[src/sv/cscan_pkg.sv]
`timescale 1ns / 1ps
// ----------------------------------------------------------------------------
// cscan_pkg
// Shared types and constants of the C-SCAN disk scheduler.
// ----------------------------------------------------------------------------
package cscan_pkg;

  localparam int MAX_REQUESTS = 32;
  localparam int CYL_W        = 16;
  localparam int CFG_W        = 17;
  localparam int SEEK_W       = 18;
  localparam int STEP_W       = (MAX_REQUESTS > 1) ? $clog2(MAX_REQUESTS) : 1;

  localparam logic [CFG_W-1:0]  CYLINDERS_RESET = CFG_W'(200);
  localparam logic [SEEK_W-1:0] SEEK_MAX        = {SEEK_W{1'b1}};

  // what every cell of the chain does in a cycle
  typedef enum logic [2:0] {
    CELL_HOLD,
    CELL_INSERT,
    CELL_SHIFT_DN,   // take the entry of the next cell (toward cell 0)
    CELL_SHIFT_UP,   // take the entry of the previous cell (away from cell 0)
    CELL_CLEAR
  } cell_op_e;

  typedef enum logic [2:0] {
    ST_IDLE,
    ST_PASS1,
    ST_WRAP,
    ST_PASS2,
    ST_SUMMARY
  } state_e;

  typedef struct packed {
    cell_op_e         op;
    logic [CYL_W-1:0] req;
  } chain_ctrl_t;

  typedef struct packed {
    logic             valid;
    logic [CYL_W-1:0] value;
  } cell_t;

endpackage

[src/sv/cscan_cell.sv]
`timescale 1ns / 1ps
// ----------------------------------------------------------------------------
// cscan_cell
// One entry of the sorted request chain: holds a cylinder and an occupied
// flag, inserts in order against its lower neighbor and rotates either way.
// ----------------------------------------------------------------------------
module cscan_cell
  import cscan_pkg::*;
(
  input  logic        clk_i,
  input  logic        rst_ni,
  input  chain_ctrl_t ctrl_i,
  input  cell_t       lo_i,       // previous cell, circular
  input  cell_t       hi_i,       // next cell, circular
  input  logic        lo_gt_i,    // previous cell holds a value above the request
  input  logic        lo_open_i,  // previous cell is occupied (or this is cell 0)
  output cell_t       cell_o,
  output logic        gt_o
);

  logic             valid_q, valid_d;
  logic [CYL_W-1:0] value_q, value_d;
  logic             take;

  assign gt_o = valid_q && (value_q > ctrl_i.req);
  // push own entry up, or claim the first free slot
  assign take = gt_o || (!valid_q && lo_open_i);

  always_comb begin
    valid_d = valid_q;
    value_d = value_q;
    case (ctrl_i.op)
      CELL_INSERT: begin
        if (take) begin
          valid_d = 1'b1;
          value_d = lo_gt_i ? lo_i.value : ctrl_i.req;
        end
      end
      CELL_SHIFT_DN: begin
        valid_d = hi_i.valid;
        value_d = hi_i.value;
      end
      CELL_SHIFT_UP: begin
        valid_d = lo_i.valid;
        value_d = lo_i.value;
      end
      CELL_CLEAR: valid_d = 1'b0;
      default: ;
    endcase
  end

  always_ff @(posedge clk_i or negedge rst_ni) begin
    if (!rst_ni) begin
      valid_q <= 1'b0;
    end else begin
      valid_q <= valid_d;
    end
  end

  always_ff @(posedge clk_i) begin
    value_q <= value_d;
  end

  assign cell_o = '{valid: valid_q, value: value_q};

endmodule

[src/sv/cscan_chain.sv]
`timescale 1ns / 1ps
// ----------------------------------------------------------------------------
// cscan_chain
// Row of request cells, kept in ascending order from cell 0 up, closed into
// a ring for the service sweeps.
// ----------------------------------------------------------------------------
module cscan_chain
  import cscan_pkg::*;
(
  input  logic        clk_i,
  input  logic        rst_ni,
  input  chain_ctrl_t ctrl_i,
  output cell_t       first_o,
  output cell_t       last_o
);

  cell_t cells [MAX_REQUESTS];
  logic  gts   [MAX_REQUESTS];

  for (genvar i = 0; i < MAX_REQUESTS; i++) begin : g_cell
    localparam int LO = (i + MAX_REQUESTS - 1) % MAX_REQUESTS;
    localparam int HI = (i + 1) % MAX_REQUESTS;
    logic lo_gt;
    logic lo_open;
    if (i == 0) begin : g_first
      assign lo_gt   = 1'b0;
      assign lo_open = 1'b1;
    end else begin : g_rest
      assign lo_gt   = gts[LO];
      assign lo_open = cells[LO].valid;
    end
    cscan_cell u_cell (
      .clk_i     (clk_i),
      .rst_ni    (rst_ni),
      .ctrl_i    (ctrl_i),
      .lo_i      (cells[LO]),
      .hi_i      (cells[HI]),
      .lo_gt_i   (lo_gt),
      .lo_open_i (lo_open),
      .cell_o    (cells[i]),
      .gt_o      (gts[i])
    );
  end

  assign first_o = cells[0];
  assign last_o  = cells[MAX_REQUESTS-1];

endmodule

[src/sv/cscan_disk_scheduler.sv]
`timescale 1ns / 1ps
// ----------------------------------------------------------------------------
// cscan_disk_scheduler
// C-SCAN disk request scheduler built on a sorted chain of cells.
//
// Slave stream: tuser = 0 loads the request cylinder into the sorted chain
// (dropped when the chain is full, no result). tuser = 1 runs the schedule
// from the given head cylinder and direction. A run rotates the chain ring
// twice, one full turn per pass, with a wrap step between the passes and
// a summary step at the end. The first pass serves the requests ahead of
// the head, the second the ones behind it; each served request gives one
// result, the run ends with a summary result (tlast) carrying the total
// seek distance, and the chain is emptied.
// The slave side takes one request per cycle while no run is in progress.
// Results sit in an output register; when the receiver stalls, the sweep
// holds on the next request to be served. Reset empties the chain and sets
// disk_cylinders to 200. Write cfg_wdata_i only while idle.
// ----------------------------------------------------------------------------
module cscan_disk_scheduler
  import cscan_pkg::*;
(
  input  logic             clk_i,
  input  logic             rst_ni,
  input  logic             cfg_we_i,
  input  logic [CFG_W-1:0] cfg_wdata_i,     // disk_cylinders
  input  logic             s_axis_tvalid,
  output logic             s_axis_tready,
  input  logic [39:0]      s_axis_tdata,    // request_cylinder, head_position, direction
  input  logic             s_axis_tuser,    // kind
  output logic             m_axis_tvalid,
  input  logic             m_axis_tready,
  output logic [39:0]      m_axis_tdata,    // serviced_cylinder, cylinder_valid, seek_total
  output logic             m_axis_tlast     // last
);

  localparam logic [STEP_W-1:0] LAST_STEP = STEP_W'(MAX_REQUESTS - 1);

  state_e            state_q, state_d;
  logic [STEP_W-1:0] step_q, step_d;
  logic [CFG_W-1:0]  cyls_q;
  logic [SEEK_W-1:0] seek_q, seek_d;
  logic [CFG_W-1:0]  pos_q, pos_d;
  logic [CFG_W-1:0]  lastc_q, lastc_d;
  logic [CYL_W-1:0]  start_q;
  logic              dir_q;
  logic              run_start;

  logic              out_valid_q, out_valid_d;
  logic [CYL_W-1:0]  out_cyl_q, out_cyl_d;
  logic              out_cv_q, out_cv_d;
  logic [SEEK_W-1:0] out_seek_q, out_seek_d;
  logic              out_last_q, out_last_d;
  logic              out_load;
  logic              out_free;

  chain_ctrl_t       ctrl;
  cell_t             chain_first, chain_last, cand;

  logic              in_acc;
  logic              upper, want;
  logic [CFG_W-1:0]  cand_cyl, serve_dist, wrap_d1;
  logic [SEEK_W:0]   serve_sum;
  logic [SEEK_W+1:0] wrap_sum;
  logic [SEEK_W-1:0] serve_seek, wrap_seek;

  cscan_chain u_chain (
    .clk_i   (clk_i),
    .rst_ni  (rst_ni),
    .ctrl_i  (ctrl),
    .first_o (chain_first),
    .last_o  (chain_last)
  );

  assign s_axis_tready = (state_q == ST_IDLE);
  assign in_acc        = s_axis_tvalid && s_axis_tready;
  assign out_free      = !out_valid_q || m_axis_tready;

  // upward sweep drains cell 0, downward sweep drains the top cell
  assign cand     = dir_q ? chain_first : chain_last;
  assign cand_cyl = {1'b0, cand.value};
  assign upper    = (cand.value >= start_q);
  assign want     = cand.valid && (upper ^ (state_q == ST_PASS2) ^ !dir_q);

  assign serve_dist = (cand_cyl >= pos_q) ? cand_cyl - pos_q : pos_q - cand_cyl;
  assign serve_sum  = {1'b0, seek_q} + {2'b00, serve_dist};
  assign serve_seek = serve_sum[SEEK_W] ? SEEK_MAX : serve_sum[SEEK_W-1:0];

  // sweep to the end, then wrap across the disk, in one step
  assign wrap_d1    = dir_q ? ((lastc_q >= pos_q) ? lastc_q - pos_q : pos_q - lastc_q)
                            : pos_q;
  assign wrap_sum   = {2'b00, seek_q} + {3'b000, wrap_d1} + {3'b000, lastc_q};
  assign wrap_seek  = (wrap_sum > {2'b00, SEEK_MAX}) ? SEEK_MAX : wrap_sum[SEEK_W-1:0];

  always_comb begin
    state_d    = state_q;
    step_d     = step_q;
    seek_d     = seek_q;
    pos_d      = pos_q;
    lastc_d    = lastc_q;
    run_start  = 1'b0;
    ctrl.op    = CELL_HOLD;
    ctrl.req   = s_axis_tdata[15:0];
    out_load   = 1'b0;
    out_cyl_d  = out_cyl_q;
    out_cv_d   = out_cv_q;
    out_seek_d = out_seek_q;
    out_last_d = out_last_q;
    case (state_q)
      ST_IDLE: begin
        if (in_acc) begin
          if (!s_axis_tuser) begin
            // drop the request when the chain is full
            if (!chain_last.valid) ctrl.op = CELL_INSERT;
          end else begin
            run_start = 1'b1;
            seek_d    = '0;
            pos_d     = {1'b0, s_axis_tdata[31:16]};
            lastc_d   = (cyls_q == '0) ? '0 : cyls_q - CFG_W'(1);
            step_d    = '0;
            state_d   = ST_PASS1;
          end
        end
      end
      ST_PASS1, ST_PASS2: begin
        if (!want || out_free) begin
          ctrl.op = dir_q ? CELL_SHIFT_DN : CELL_SHIFT_UP;
          if (want) begin
            out_load   = 1'b1;
            out_cyl_d  = cand.value;
            out_cv_d   = 1'b1;
            out_seek_d = serve_seek;
            out_last_d = 1'b0;
            seek_d     = serve_seek;
            pos_d      = cand_cyl;
          end
          step_d = step_q + STEP_W'(1);
          if (step_q == LAST_STEP) begin
            step_d  = '0;
            state_d = (state_q == ST_PASS1) ? ST_WRAP : ST_SUMMARY;
          end
        end
      end
      ST_WRAP: begin
        seek_d  = wrap_seek;
        pos_d   = dir_q ? '0 : lastc_q;
        state_d = ST_PASS2;
      end
      ST_SUMMARY: begin
        if (out_free) begin
          out_load   = 1'b1;
          out_cyl_d  = '0;
          out_cv_d   = 1'b0;
          out_seek_d = seek_q;
          out_last_d = 1'b1;
          ctrl.op    = CELL_CLEAR;
          state_d    = ST_IDLE;
        end
      end
      default: state_d = ST_IDLE;
    endcase
  end

  assign out_valid_d = out_load ? 1'b1 : (m_axis_tready ? 1'b0 : out_valid_q);

  always_ff @(posedge clk_i or negedge rst_ni) begin
    if (!rst_ni) begin
      state_q     <= ST_IDLE;
      step_q      <= '0;
      cyls_q      <= CYLINDERS_RESET;
      out_valid_q <= 1'b0;
    end else begin
      state_q     <= state_d;
      step_q      <= step_d;
      out_valid_q <= out_valid_d;
      if (cfg_we_i) cyls_q <= cfg_wdata_i;
    end
  end

  always_ff @(posedge clk_i) begin
    seek_q     <= seek_d;
  end

  always_ff @(posedge clk_i) begin
    pos_q      <= pos_d;
    lastc_q    <= lastc_d;
    out_cyl_q  <= out_cyl_d;
    out_cv_q   <= out_cv_d;
    out_seek_q <= out_seek_d;
    out_last_q <= out_last_d;
    if (run_start) begin
      start_q <= s_axis_tdata[31:16];
      dir_q   <= s_axis_tdata[32];
    end
  end

  assign m_axis_tvalid = out_valid_q;
  assign m_axis_tdata  = {5'b00000, out_seek_q, out_cv_q, out_cyl_q};
  assign m_axis_tlast  = out_last_q;

  // seek distance only grows while a run is in progress
  assert property (@(posedge clk_i) disable iff (!rst_ni)
    (state_q != ST_IDLE && $past(state_q) != ST_IDLE) |-> seek_q >= $past(seek_q))
    else $error("seek total decreased during a run");

  // a new result never overwrites one still waiting
  assert property (@(posedge clk_i) disable iff (!rst_ni)
    out_load |-> out_free)
    else $error("result register overwritten");

  // the chain is empty once the summary has been issued
  assert property (@(posedge clk_i) disable iff (!rst_ni)
    (state_q == ST_SUMMARY && out_free) |=> !chain_first.valid && !chain_last.valid)
    else $error("chain not emptied after run");

  // a request into a full chain leaves the top entry in place
  assert property (@(posedge clk_i) disable iff (!rst_ni)
    (in_acc && !s_axis_tuser && chain_last.valid)
      |=> chain_last.valid && $stable(chain_last.value))
    else $error("full chain changed by a dropped request");

endmodule
[config.mk]
export PLATFORM = sky130hd
export DESIGN_NAME = cscan_disk_scheduler
export DESIGN_NICKNAME = d
export VERILOG_FILES = /design/src/sv/cscan_pkg.sv /design/src/sv/cscan_cell.sv /design/src/sv/cscan_chain.sv /design/src/sv/cscan_disk_scheduler.sv
export SDC_FILE = /design/constraint.sdc
export NUM_CORES = 2
export LEC_CHECK = 0
export ABC_AREA = 0
export CAP_MARGIN = 20
export CORE_MARGIN = 4
export CORE_UTILIZATION = 28
export DETAILED_ROUTE_END_ITERATION = 10
export DONT_BUFFER_PORTS = 1
export GPL_ROUTABILITY_DRIVEN = 0
export PLACE_DENSITY_LB_ADDON = 0.3
export SLEW_MARGIN = 5
export SYNTH_ARGS = -nofsm -noshare
export SYNTH_HDL_FRONTEND = slang
export SYNTH_HIERARCHICAL = 1
export SYNTH_SLANG_ARGS = --single-unit
[constraint.sdc]
create_clock -name clk_i -period 10.4 [get_ports clk_i]
set_input_delay 0.52 -clock clk_i [delete_from_list [all_inputs] [get_ports clk_i]]
set_output_delay 0.52 -clock clk_i [all_outputs]
set_load 0.01 [all_outputs]
==> summary.txt <==
Run status
  • Run status: finished, violations left
  • Violations in the final reports: DRC

Setup path
  • Launch point of the worst reg-to-reg path: dir_q
  • Crit-path most repeated cell: sky130_fd_sc_hd__o21ai_1
  • Worst endpoint required time: 10.81 ns
  • Worst reg2reg path endpoint: seek_q[5]
  • Critical path, cell by cell: mux2i_1 > inv_1 > ha_1 > nor2b_1 > o21a_1 > o21ai_1 > a21oi_2 > a211oi_1 > o41a_1 > o21ai_2 > nand2_2 > mux2_1 > fa_1 > a21o_1 > a21oi_1 > o21ai_1 > a21oi_1 > o21ai_1 > a31oi_1 > o21a_1 > and2_1 > o221ai_1
  • Kind of critical path: flop to flop
  • Delay of the slowest cell on the worst path: 1.04 ns
  • Data arrival time of the critical path: 8.46 ns
  • Worst setup slack for register-to-register paths: 2.35 ns
  • Startpoint kind of the worst setup timing path: flop
  • Maximum fanout encountered on the critical timing path: 19
  • Type of element capturing the critical path: flop
  • Worst path slowest cell: sky130_fd_sc_hd__edfxtp_1
  • Reg2Reg Depth: 22

STA
  • Final critical-path required period: 8.052 ns
  • RSZ-0062 raised after global routing: false
  • Total negative setup slack: 0 ns
  • Count of pins over their slew limit: 0
  • Max Clock Skew: 0.05545 ns
  • Relative max-transition margin: 30.53%
  • Pin slew with the least headroom to its limit: 1.013 ns
  • Final cycle utilization of the critical path: 77.43%
  • Count of endpoints failing setup in the final report: 0
  • Top achievable clock speed: 0.1242 GHz
  • Final hold violation count: 0

Power and ir drop
  • Cell area power density: 380.4 mW/mm^2
  • Design Power: 22.53 mW
  • Worst IR drop on VDD: 0.2864 mV
  • Leakage power: 26.73 nW

Synth
  • Synth Instances: 5876
  • Synthesized area divided by synthesized cell count: 9.252 um^2
  • Combined area of all synthesized cells: 0.05437 mm^2
  • Yosys warnings: 6

Detailed routing
  • First-iteration detailed-routing DRC count: 3887
  • Number of vias in the routed layout: 44540
  • Number of antenna-violating nets in the routed design: 0
  • DR pass1 iterations: 9
  • Number of DRC violations after detailed routing: 2
  • Ratio of routed vias to standard cells: 5.295
  • WL per Instance: 20.58 um
  • Final WL: 173.1 mm

Clock network
  • Maximum buffer depth of the clock tree: 3
  • Number of buffers created by CTS: 88
  • # H-tree levels: 3
  • Buffer type at the clock tree root: sky130_fd_sc_hd__clkbuf_16
  • Worst-Skew Late Latency: 0.73 ns
  • Number of clock sinks: 675
  • Clk pin slew, worst setup/hold paths: 0.06 ns
  • CTS tree: yes

Floorplan
  • Placeable core area: 0.1928 mm^2
  • Effective utilization at floorplan: 28.20%
  • Standard-cell rows: 161
  • Number of primary I/O pins: 106
  • Die Y: 448.6 um
  • Die boundary width: 448.6 um
  • Overall die area: 0.2013 mm^2

Global routing
  • Antenna violations before repair: 5
  • Global Route Usage Sum: 16.54%
  • Via count of the first global-routing pass: 43700
  • Grt ovf: 0
  • First-pass GRT wire length: 264.9 mm
  • Largest net degree at the start of global routing: 131

Min path
  • Endpoint of the worst hold-timing path: u_chain/g_cell[13].u_cell/value_q[2]
  • Hold depth: 2
  • Hold Crit Class: primary input to flop
  • Start point of the worst min-delay path: s_axis_tdata[2]

Place
  • Post-DP HPWL: 121.8 mm
  • Port Buffer Count: 0

Finish
  • Layout Area Growth over Synthesis: 8.932%
  • Net count of the finished layout: 6524
  • Proportion of layout cells with a drive suffix above 1: 5.971%

Job
  • Number of max-capacitance violations reported: 0
-- worst max path at each step --
stage,start,to,slack [ns],depth (start not counted)
finish,dir_q,seek_q[5],2.35,22
global route,dir_q,seek_q[10],1.83,23
CTS,dir_q,seek_q[5],2.47,22
detailed placement,dir_q,seek_q[5],2.51,22
global placement,dir_q,seek_q[5],2.53,22
floorplan,dir_q,u_chain/g_cell[0].u_cell/value_q[0],0.48,16
-- worst max-delay path: cells and delay by family (launching register included) --
family	cells	cell delay [ns]
flops	1	1.04
simple gates	3	0.69
fa+ha+maj	2	0.81
mux	2	1.40
compound gates	14	3.57
buf+inv	1	0.23
-- sequential cells by signal (all words and copies together) (netlist names), 3 cells and up --
signal,flops
cyls_q,17
lastc_q,17
out_cyl_q,16
out_seek_q,18
pos_q,17
seek_q,18
start_q,16
state_q,3
step_q,5
u_chain/g_cell.u_cell/valid_q,32
u_chain/g_cell.u_cell/value_q,512
-- through the flow --
| step | area, um^2 | std cells | util (%) | worst slack (ns) | hold WS (ns) |
|---|---|---|---|---|---|
| detailed placement | 55810 | 8186 | 28.95 | 2.510 | 0.2283 |
| finish | 59220 | 8412 | 30.72 | 2.348 | 0.03116 |
| CTS | 59180 | 8402 | 30.70 | 2.474 | 0.0003597 |
| floorplan | 54380 | 5881 | - | 0.4786 | 0.2244 |
| global route | 59210 | 8409 | 30.72 | 1.834 | 0.006350 |
| global placement | 55810 | 8186 | 28.95 | 2.534 | 0.2281 |
-- metal layers --
layer | global-route usage [%] | routed length (um) | vias up
li1 | - | - | 21110
met1 | 22.01 | 77110 | 21850
met2 | 27.62 | 80840 | 1329
met3 | 2.556 | 10170 | 252
met4 | 5.010 | 4989 | 2
met5 | 0 | 7 | -
-- cell type report --
type	instances	area, um^2
fillers	20040	133600
multi-input cells	4323	30090
flip-flops and latches	675	19980
well taps	2526	3161
clock buffers	122	2414
inverters	642	2410
repair buffers	78	772.0
clock inverters	38	377.9
diodes	8	20.02
-- what timing repair did --
action,CTS,global route
setup buffers,0,0
hold buffers,56,0
endpoints found under the hold margin,126,0
resized for setup,0,0
-- layout by cell type (no fill, tap or decap), drive strengths merged, types with 55 or more instances in the layout --
master and instances:
nand2 1158, inv 644, ha 630, edfxtp 617
a22oi 529, a21oi 380, nor2 294, o21ai 158
nand4 137, clkbuf 122, nor2b 110, a21o 102
a211oi 75, mux2i 70, nor3 61, dfrtp 55
dlygate4sd3 55
-- power by group --
group	internal [mW]	switching, mW
clock network	1.75	1.28
registers	5.46	1.67
logic	4.87	7.50
Power figures use the tool's default switching activity.
